$ cat src/sv/kesd_pkg.sv
// Package for the key escape sequence decoder.
// Holds the byte codes, parser state codes, key class codes and the
// result struct. It has no dependencies.
package kesd_pkg;

  // Byte codes that the parser matches.
  localparam logic [7:0] BYTE_ESC    = 8'h1B;
  localparam logic [7:0] BYTE_SS3    = 8'h4F;  // 'O'
  localparam logic [7:0] BYTE_CSI    = 8'h5B;  // '['
  localparam logic [7:0] BYTE_LOW_A  = 8'h61;
  localparam logic [7:0] BYTE_LOW_Z  = 8'h7A;
  localparam logic [7:0] BYTE_CASE   = 8'h20;
  localparam logic [7:0] BYTE_CTRL   = 8'h40;
  localparam logic [7:0] BYTE_CTRL_A = 8'h01;
  localparam logic [7:0] BYTE_CTRL_Z = 8'h1A;
  localparam logic [7:0] BYTE_BS     = 8'h08;
  localparam logic [7:0] BYTE_TAB    = 8'h09;
  localparam logic [7:0] BYTE_LF     = 8'h0A;
  localparam logic [7:0] BYTE_CR     = 8'h0D;
  localparam logic [7:0] BYTE_TILDE  = 8'h7E;
  localparam logic [7:0] BYTE_Q      = 8'h51;
  localparam logic [7:0] BYTE_R      = 8'h52;
  localparam logic [7:0] BYTE_S      = 8'h53;
  localparam logic [7:0] BYTE_H      = 8'h48;
  localparam logic [7:0] BYTE_F      = 8'h46;
  localparam logic [7:0] BYTE_A      = 8'h41;
  localparam logic [7:0] BYTE_B      = 8'h42;
  localparam logic [7:0] BYTE_C      = 8'h43;
  localparam logic [7:0] BYTE_D      = 8'h44;
  localparam logic [7:0] DIGIT_0     = 8'h30;
  localparam logic [7:0] DIGIT_1     = 8'h31;
  localparam logic [7:0] DIGIT_2     = 8'h32;
  localparam logic [7:0] DIGIT_4     = 8'h34;
  localparam logic [7:0] DIGIT_5     = 8'h35;
  localparam logic [7:0] DIGIT_6     = 8'h36;
  localparam logic [7:0] DIGIT_7     = 8'h37;
  localparam logic [7:0] DIGIT_8     = 8'h38;
  localparam logic [7:0] DIGIT_9     = 8'h39;

  // Parser states.
  localparam logic [2:0] ST_IDLE = 3'd0;
  localparam logic [2:0] ST_ESC  = 3'd1;
  localparam logic [2:0] ST_SS3  = 3'd2;
  localparam logic [2:0] ST_CSI  = 3'd3;
  localparam logic [2:0] ST_CSI1 = 3'd4;
  localparam logic [2:0] ST_CSI2 = 3'd5;

  // Key classes.
  localparam logic [2:0] CL_PLAIN   = 3'd0;
  localparam logic [2:0] CL_CTRL    = 3'd1;
  localparam logic [2:0] CL_ALT     = 3'd2;
  localparam logic [2:0] CL_CTRLALT = 3'd3;
  localparam logic [2:0] CL_EDIT    = 3'd4;
  localparam logic [2:0] CL_FUNC    = 3'd5;

  // Decoded key from the parser to the output register.
  typedef struct packed {
    logic       emit;
    logic [2:0] key_class;
    logic [7:0] key_value;
  } key_result_t;

endpackage

$ cat src/sv/kesd_in_reg.sv
// Input register of the key escape sequence decoder.
// Holds one received word until the parser takes it. Uses kesd_pkg only
// through the parent; no package items are needed here.
module kesd_in_reg (
  input  logic       clk,
  input  logic       rst,
  input  logic       in_valid,
  output logic       in_ready,
  input  logic [7:0] rx_byte,
  input  logic       take,
  output logic       held_valid,
  output logic [7:0] held_byte
);

  logic held_valid_next;

  // Accept a new word when empty or when the held word leaves this cycle.
  assign in_ready = !held_valid || take;

  always_comb begin
    held_valid_next = held_valid;
    if (in_valid && in_ready) begin
      held_valid_next = 1'b1;
    end else if (take) begin
      held_valid_next = 1'b0;
    end
  end

  always_ff @(posedge clk) begin
    if (rst) begin
      held_valid <= 1'b0;
    end else begin
      held_valid <= held_valid_next;
    end
  end

  always_ff @(posedge clk) begin
    if (in_valid && in_ready) begin
      held_byte <= rx_byte;
    end
  end

endmodule

$ cat src/sv/kesd_parser.sv
// Sequence parser of the key escape sequence decoder.
// Holds the parse state and the two parameter bytes, and decodes one word
// per advance. Depends on kesd_pkg.
module kesd_parser (
  input  logic                  clk,
  input  logic                  rst,
  input  logic                  advance,
  input  logic [7:0]            byte_in,
  output kesd_pkg::key_result_t result
);

  logic [2:0] parse_state;
  logic [2:0] parse_state_next;
  logic [7:0] first_param_byte;
  logic [7:0] first_param_byte_next;
  logic [7:0] second_param_byte;
  logic [7:0] second_param_byte_next;

  logic is_lower;
  logic is_ctrl;
  logic is_tilde;

  assign is_lower = (byte_in >= kesd_pkg::BYTE_LOW_A) && (byte_in <= kesd_pkg::BYTE_LOW_Z);
  assign is_ctrl  = (byte_in >= kesd_pkg::BYTE_CTRL_A) && (byte_in <= kesd_pkg::BYTE_CTRL_Z);
  assign is_tilde = (byte_in == kesd_pkg::BYTE_TILDE);

  always_comb begin
    parse_state_next       = kesd_pkg::ST_IDLE;
    first_param_byte_next  = first_param_byte;
    second_param_byte_next = second_param_byte;
    // Default: plain ESC, which also ends any unrecognized sequence.
    result.emit      = 1'b1;
    result.key_class = kesd_pkg::CL_PLAIN;
    result.key_value = kesd_pkg::BYTE_ESC;
    case (parse_state)
      kesd_pkg::ST_ESC: begin
        if (byte_in == kesd_pkg::BYTE_SS3) begin
          result.emit      = 1'b0;
          parse_state_next = kesd_pkg::ST_SS3;
        end else if (byte_in == kesd_pkg::BYTE_CSI) begin
          result.emit      = 1'b0;
          parse_state_next = kesd_pkg::ST_CSI;
        end else if (is_lower) begin
          result.key_class = kesd_pkg::CL_ALT;
          result.key_value = byte_in - kesd_pkg::BYTE_CASE;
        end else if (is_ctrl) begin
          result.key_class = kesd_pkg::CL_CTRLALT;
          result.key_value = byte_in + kesd_pkg::BYTE_CTRL;
        end
      end
      kesd_pkg::ST_SS3: begin
        case (byte_in)
          kesd_pkg::BYTE_Q: begin
            result.key_class = kesd_pkg::CL_FUNC;
            result.key_value = 8'd1;
          end
          kesd_pkg::BYTE_R: begin
            result.key_class = kesd_pkg::CL_FUNC;
            result.key_value = 8'd2;
          end
          kesd_pkg::BYTE_S: begin
            result.key_class = kesd_pkg::CL_FUNC;
            result.key_value = 8'd3;
          end
          kesd_pkg::BYTE_H: begin
            result.key_class = kesd_pkg::CL_EDIT;
            result.key_value = 8'd4;
          end
          kesd_pkg::BYTE_F: begin
            result.key_class = kesd_pkg::CL_EDIT;
            result.key_value = 8'd3;
          end
          default: begin
          end
        endcase
      end
      kesd_pkg::ST_CSI: begin
        case (byte_in)
          kesd_pkg::BYTE_A: begin
            result.key_class = kesd_pkg::CL_EDIT;
            result.key_value = 8'd6;
          end
          kesd_pkg::BYTE_B: begin
            result.key_class = kesd_pkg::CL_EDIT;
            result.key_value = 8'd8;
          end
          kesd_pkg::BYTE_C: begin
            result.key_class = kesd_pkg::CL_EDIT;
            result.key_value = 8'd7;
          end
          kesd_pkg::BYTE_D: begin
            result.key_class = kesd_pkg::CL_EDIT;
            result.key_value = 8'd5;
          end
          default: begin
            result.emit           = 1'b0;
            first_param_byte_next = byte_in;
            parse_state_next      = kesd_pkg::ST_CSI1;
          end
        endcase
      end
      kesd_pkg::ST_CSI1: begin
        if (!is_tilde) begin
          result.emit            = 1'b0;
          second_param_byte_next = byte_in;
          parse_state_next       = kesd_pkg::ST_CSI2;
        end else if (first_param_byte == kesd_pkg::DIGIT_5) begin
          result.key_class = kesd_pkg::CL_EDIT;
          result.key_value = 8'd1;
        end else if (first_param_byte == kesd_pkg::DIGIT_6) begin
          result.key_class = kesd_pkg::CL_EDIT;
          result.key_value = 8'd2;
        end
      end
      kesd_pkg::ST_CSI2: begin
        if (is_tilde) begin
          if (first_param_byte == kesd_pkg::DIGIT_1) begin
            if (second_param_byte == kesd_pkg::DIGIT_5) begin
              result.key_class = kesd_pkg::CL_FUNC;
              result.key_value = 8'd4;
            end else if (second_param_byte == kesd_pkg::DIGIT_7) begin
              result.key_class = kesd_pkg::CL_FUNC;
              result.key_value = 8'd5;
            end else if (second_param_byte == kesd_pkg::DIGIT_8) begin
              result.key_class = kesd_pkg::CL_FUNC;
              result.key_value = 8'd6;
            end else if (second_param_byte == kesd_pkg::DIGIT_9) begin
              result.key_class = kesd_pkg::CL_FUNC;
              result.key_value = 8'd7;
            end
          end else if (first_param_byte == kesd_pkg::DIGIT_2) begin
            if (second_param_byte == kesd_pkg::DIGIT_0) begin
              result.key_class = kesd_pkg::CL_FUNC;
              result.key_value = 8'd8;
            end else if (second_param_byte == kesd_pkg::DIGIT_1) begin
              result.key_class = kesd_pkg::CL_FUNC;
              result.key_value = 8'd9;
            end else if (second_param_byte == kesd_pkg::DIGIT_4) begin
              result.key_class = kesd_pkg::CL_FUNC;
              result.key_value = 8'd11;
            end
          end
        end
      end
      default: begin
        // Idle, and the unused state codes act as idle.
        if (byte_in == kesd_pkg::BYTE_ESC) begin
          result.emit      = 1'b0;
          parse_state_next = kesd_pkg::ST_ESC;
        end else if (is_ctrl && (byte_in != kesd_pkg::BYTE_BS) &&
                     (byte_in != kesd_pkg::BYTE_TAB) && (byte_in != kesd_pkg::BYTE_LF) &&
                     (byte_in != kesd_pkg::BYTE_CR)) begin
          result.key_class = kesd_pkg::CL_CTRL;
          result.key_value = byte_in + kesd_pkg::BYTE_CTRL;
        end else begin
          result.key_value = byte_in;
        end
      end
    endcase
  end

  always_ff @(posedge clk) begin
    if (rst) begin
      parse_state       <= kesd_pkg::ST_IDLE;
      first_param_byte  <= 8'd0;
      second_param_byte <= 8'd0;
    end else if (advance) begin
      parse_state       <= parse_state_next;
      first_param_byte  <= first_param_byte_next;
      second_param_byte <= second_param_byte_next;
    end
  end

endmodule

$ cat src/sv/kesd_out_reg.sv
// Output register of the key escape sequence decoder.
// Holds one decoded key until the sink takes it. Depends on kesd_pkg.
module kesd_out_reg (
  input  logic                  clk,
  input  logic                  rst,
  input  logic                  advance,
  input  kesd_pkg::key_result_t result,
  output logic                  can_advance,
  output logic                  out_valid,
  input  logic                  out_ready,
  output logic [2:0]            key_class,
  output logic [7:0]            key_value
);

  logic load;
  logic out_valid_next;

  // The parser may advance when the slot is free or drains this cycle.
  assign can_advance = !out_valid || out_ready;
  assign load        = advance && result.emit;

  always_comb begin
    out_valid_next = out_valid;
    if (load) begin
      out_valid_next = 1'b1;
    end else if (out_ready) begin
      out_valid_next = 1'b0;
    end
  end

  always_ff @(posedge clk) begin
    if (rst) begin
      out_valid <= 1'b0;
    end else begin
      out_valid <= out_valid_next;
    end
  end

  always_ff @(posedge clk) begin
    if (load) begin
      key_class <= result.key_class;
      key_value <= result.key_value;
    end
  end

endmodule

$ cat src/sv/key_escape_sequence_decoder_top.sv
// Key escape sequence decoder: keyboard words in, decoded keys out.
// The word that completes a key is accepted into the input register; the parser
// decodes it combinationally and loads the key into the output register when the
// output slot is free or drains, and the key leaves from there on out_ready.
// Throughput: one word per cycle while the output drains; an output stall holds the parser.
// Reset (rst, synchronous): parser goes idle, parameter bytes clear, both
// registers empty. Depends on kesd_pkg, kesd_in_reg, kesd_parser, kesd_out_reg.
module key_escape_sequence_decoder_top (
  input  logic       clk,
  input  logic       rst,
  input  logic       in_valid,
  output logic       in_ready,
  input  logic [7:0] rx_byte,
  output logic       out_valid,
  input  logic       out_ready,
  output logic [2:0] key_class,
  output logic [7:0] key_value
);

  logic                  held_valid;
  logic [7:0]            held_byte;
  logic                  can_advance;
  logic                  advance;
  kesd_pkg::key_result_t result;

  // Advance the parser on a held word whenever the output slot can take a
  // key; words that only extend a sequence advance the same way and drop.
  assign advance = held_valid && can_advance;

  kesd_in_reg u_in_reg (
    .clk        (clk),
    .rst        (rst),
    .in_valid   (in_valid),
    .in_ready   (in_ready),
    .rx_byte    (rx_byte),
    .take       (advance),
    .held_valid (held_valid),
    .held_byte  (held_byte)
  );

  kesd_parser u_parser (
    .clk     (clk),
    .rst     (rst),
    .advance (advance),
    .byte_in (held_byte),
    .result  (result)
  );

  kesd_out_reg u_out_reg (
    .clk         (clk),
    .rst         (rst),
    .advance     (advance),
    .result      (result),
    .can_advance (can_advance),
    .out_valid   (out_valid),
    .out_ready   (out_ready),
    .key_class   (key_class),
    .key_value   (key_value)
  );

endmodule
$ cat config.mk
export PLATFORM = sky130hd
export DESIGN_NAME = key_escape_sequence_decoder_top
export DESIGN_NICKNAME = d
export VERILOG_FILES = /design/src/sv/kesd_pkg.sv /design/src/sv/kesd_in_reg.sv /design/src/sv/kesd_parser.sv /design/src/sv/kesd_out_reg.sv /design/src/sv/key_escape_sequence_decoder_top.sv
export SDC_FILE = /design/constraint.sdc
export NUM_CORES = 1
export LEC_CHECK = 0
export ABC_AREA = 1
export BUFFER_PORTS_ARGS = -buffer_cell sky130_fd_sc_hd__buf_2
export CAP_MARGIN = 20
export CORE_AREA = 2 2 75 70
export CTS_BUF_LIST = sky130_fd_sc_hd__clkbuf_16
export DETAILED_ROUTE_END_ITERATION = 7
export DIE_AREA = 0 0 77 72
export PLACE_DENSITY = 0.82
export SLEW_MARGIN = 10
export SYNTH_ARGS = -nofsm -noshare
export SYNTH_HDL_FRONTEND = slang
export SYNTH_SLANG_ARGS = --single-unit
$ cat constraint.sdc
create_clock -name clk -period 4.4 [get_ports clk]
set_input_delay 1.32 -clock clk [delete_from_list [all_inputs] [get_ports clk]]
set_output_delay 1.32 -clock clk [all_outputs]
set_load 0.1 [all_outputs]
==> run_results.csv <==
group,metric,value,unit
outcome,run_status,"finished clean",
cells_and_area,diodes,0,
timing,timing.fmax,305,MHz
routing,routed_via_density,5.46,
clock_network,cts_num_sinks,40,
power_and_ir_drop,power_density,342,mW/mm²
timing,fin_skew,0.00663,ns
timing,relSlewSlack,67.0,%
logic_synthesis,syn_nets,378,
logic_synthesis,syn-cell-area,0.00252,mm²
power_and_ir_drop,cellLeakagePower,1.39,nW
floorplanning,start_util,53.1,%
floorplanning,rows,24,
timing,tightest_slew,0.495,ns
timing,period_minus_slack,3.28,ns
grt,grt_antenna_before_repair,0,
routing,dr.pass1.iters,5,
power_and_ir_drop,finalPower,0.978,mW
clock_network,cts-resized-gates,0,
timing,tns,0,ns
critical_path,critPathKind,"input port to output pin",
floorplanning,dieArea,0.00554,mm²
logic_synthesis,syn_avg_cell_area,6.97,µm²
logic_synthesis,synth-seq-cells,40,
timing,drv_slew,0,
critical_path,cp.required,3.08,ns
timing,finalSetupViolCount,0,
critical_path,path_max_fanout,3,
clock_network,cts_tree,"done",
routing,highest_layer,"met4",
floorplanning,ios,25,
routing,drcViolationCount,0,
logic_synthesis,synthArstFlopShare,0,%
critical_path,startpoint_type,"input port",
logic_synthesis,synth-edff-count,19,
cells_and_area,final_layout_size_suffix_gt1_share,15.9,%
logic_synthesis,synth_most_common_cell,"nand2_1",
placement,io_buffers,24,
critical_path,crit_arrival,1.96,ns
logic_synthesis,synth.area.top_cells,"edfxtp_1 (23%), dfxtp_1 (17%), nand2_1 (16%)",
hold_path,hold_path.class,"flip-flop to flip-flop",
floorplanning,die_h,72,µm
floorplanning,core_area,0.00474,mm²
power_and_ir_drop,ir_worst_vdd,0.246,mV
cells_and_area,layout.nets,405,
routing,ant_nets,0,
clock_network,cts_buffer_depth,2,
logic_synthesis,synth_top_area_cell,"edfxtp_1",
grt,grtUsageTotal,24.2,%
logic_synthesis,synthFlopType,"dfxtp_1",
timing,rsz0062_at_grt,"false",
job,drv_cap,0,
clock_network,clk_latency,0.29,ns
critical_path,end_kind,"output pin",
logic_synthesis,syn_inst,361,
logic_synthesis,synth_top_area_share,22.7,%
logic_synthesis,yosysSeqAreaShare,39.4,%
clock_network,hold_buffers,0,
routing,vias,2480,
clock_network,postCtsSetupBuffers,0,
clock_network,clockRootBuffer,"clkbuf_16",
grt,grt_max_degree,18,
logic_synthesis,yosysUniqueCellTypes,29,
routing,met1_length,2.79,mm
clock_network,h-tree-depth,2,
clock_network,path_clk_slew,0.06,ns
routing,drtIter0Drc,232,
floorplanning,die_width,77,µm
placement,dp_hpwl,4.72,mm
cells_and_area,synthToLayoutAreaGrowth,13.5,%
timing,fin_crit_sh,74.6,%
placement,finalWeightedCongestion,0.959,
timing,finalHoldViolations,0,
routing,wl,6.31,mm
grt,overflow,0,
grt,grt_pass1_vias,2293,
routing,met3_length,496,µm
routing,routed-wl-met2,2.85,mm
grt,grt_pass1_wl,10.6,mm
cells_and_area,fin_util,60.2,%
clock_network,cts_made_buffers,5,
logic_synthesis,yosysWarnings,0,
routing,wl_per_cell,13.9,µm
logic_synthesis,synth.top_cells.by_count,"nand2_1 (104), inv_1 (41), nor2_1 (39)",
cells_and_area,fillers,434,
-- cell families (layout without fill, tap and decap cells) --
| family | count (synthesis) | count (layout) | synth area share (%) |
|---|---|---|---|
| AND/OR/NAND/NOR | 206 | 206 | 37.4 |
| AO/OA/AOI/OAI | 55 | 55 | 12.1 |
| buffers and inverters | 55 | 83 | 8.70 |
| flip-flops | 40 | 40 | 39.4 |
| adder cells (fa/ha/maj) | 5 | 5 | 2.49 |
-- state kept, by name (all words and copies together) (netlist names) --
register                    flops
u_in_reg.held_byte              8
u_in_reg.held_valid             1
u_out_reg.key_class             3
u_out_reg.key_value             8
u_out_reg.out_valid             1
u_parser.first_param_byte       8
u_parser.parse_state            3
u_parser.second_param_byte      8
-- metal layers --
| metal | vias up | track usage [%] |
|---|---|---|
| met3 | 17 | 4.73 |
| met4 | 0 | 9.72 |
| met1 | 1109 | 32.2 |
| met5 | - | 0 |
| li1 | 1237 | - |
| met2 | 117 | 39.3 |
-- cell usage in the layout (no fill, tap or decap) --
cell type,Yosys,layout
a211oi_1,3,3
a21oi_1,26,26
buf_2,0,24
clkbuf_16,0,6
dfxtp_1,21,21
edfxtp_1,19,19
ha_1,5,5
inv_1,41,41
inv_2,10,10
inv_4,0,1
inv_6,0,1
nand2_1,104,104
nand2_2,5,5
nand2_4,1,1
nand3_1,35,35
nand3_2,3,3
nand3_4,1,1
nand3b_1,1,1
nand4_1,4,4
nand4_2,1,1
nor2_1,39,39
nor2_2,5,5
nor2_4,2,2
nor2_8,1,1
nor3_1,4,4
o211ai_1,4,4
o21ai_0,15,15
o21ai_1,6,6
o21ai_4,1,1
-- critical path: stages --
cell and delay, ns:
buf_2 0.07, inv_1 0.04, nand3_1 0.09, buf_2 0.44
-- metrics by stage --
step	worst slack (ns)	instance area (µm²)	hold WS [ns]	cells
finish	1.12	2860	0.477	454
global route	1.07	2860	0.497	454
CTS	1.11	2860	0.474	454
detailed placement	1.11	2690	0.464	446
global placement	1.13	2690	0.455	446
floorplan	0.952	2520	0.444	361
-- final cells by class --
cell class	instances	area (µm²)	area share (%)
Sequential cell	40	991	34.7
Clock inverter	2	15.0	0.526
Tap cell	65	81.3	2.85
Timing Repair Buffer	24	120	4.20
Inverter	51	191	6.70
Multi-Input combinational cell	266	1310	45.8
Clock buffer	6	150	5.26
-- worst paths after layout --
kind	start	to	slack [ns]	depth (start not counted)
setup / recovery	out_ready	in_ready	1.12	4
hold / removal	u_parser.first_param_byte[2]$_SDFFE_PP0P_	u_parser.first_param_byte[2]$_SDFFE_PP0P_	0.48	2
setup reg to reg	u_in_reg.held_byte[7]$_DFFE_PP_	u_out_reg.key_value[1]$_DFFE_PP_	2.03	10
hold reg to reg	u_parser.first_param_byte[2]$_SDFFE_PP0P_	u_parser.first_param_byte[2]$_SDFFE_PP0P_	0.48	2
-- power by group --
part	internal (mW)	total, mW	switching (mW)
clock network	0.247	0.401	0.155
logic	0.0327	0.154	0.121
registers	0.409	0.423	0.0146
Power figures use the tool's default switching activity.
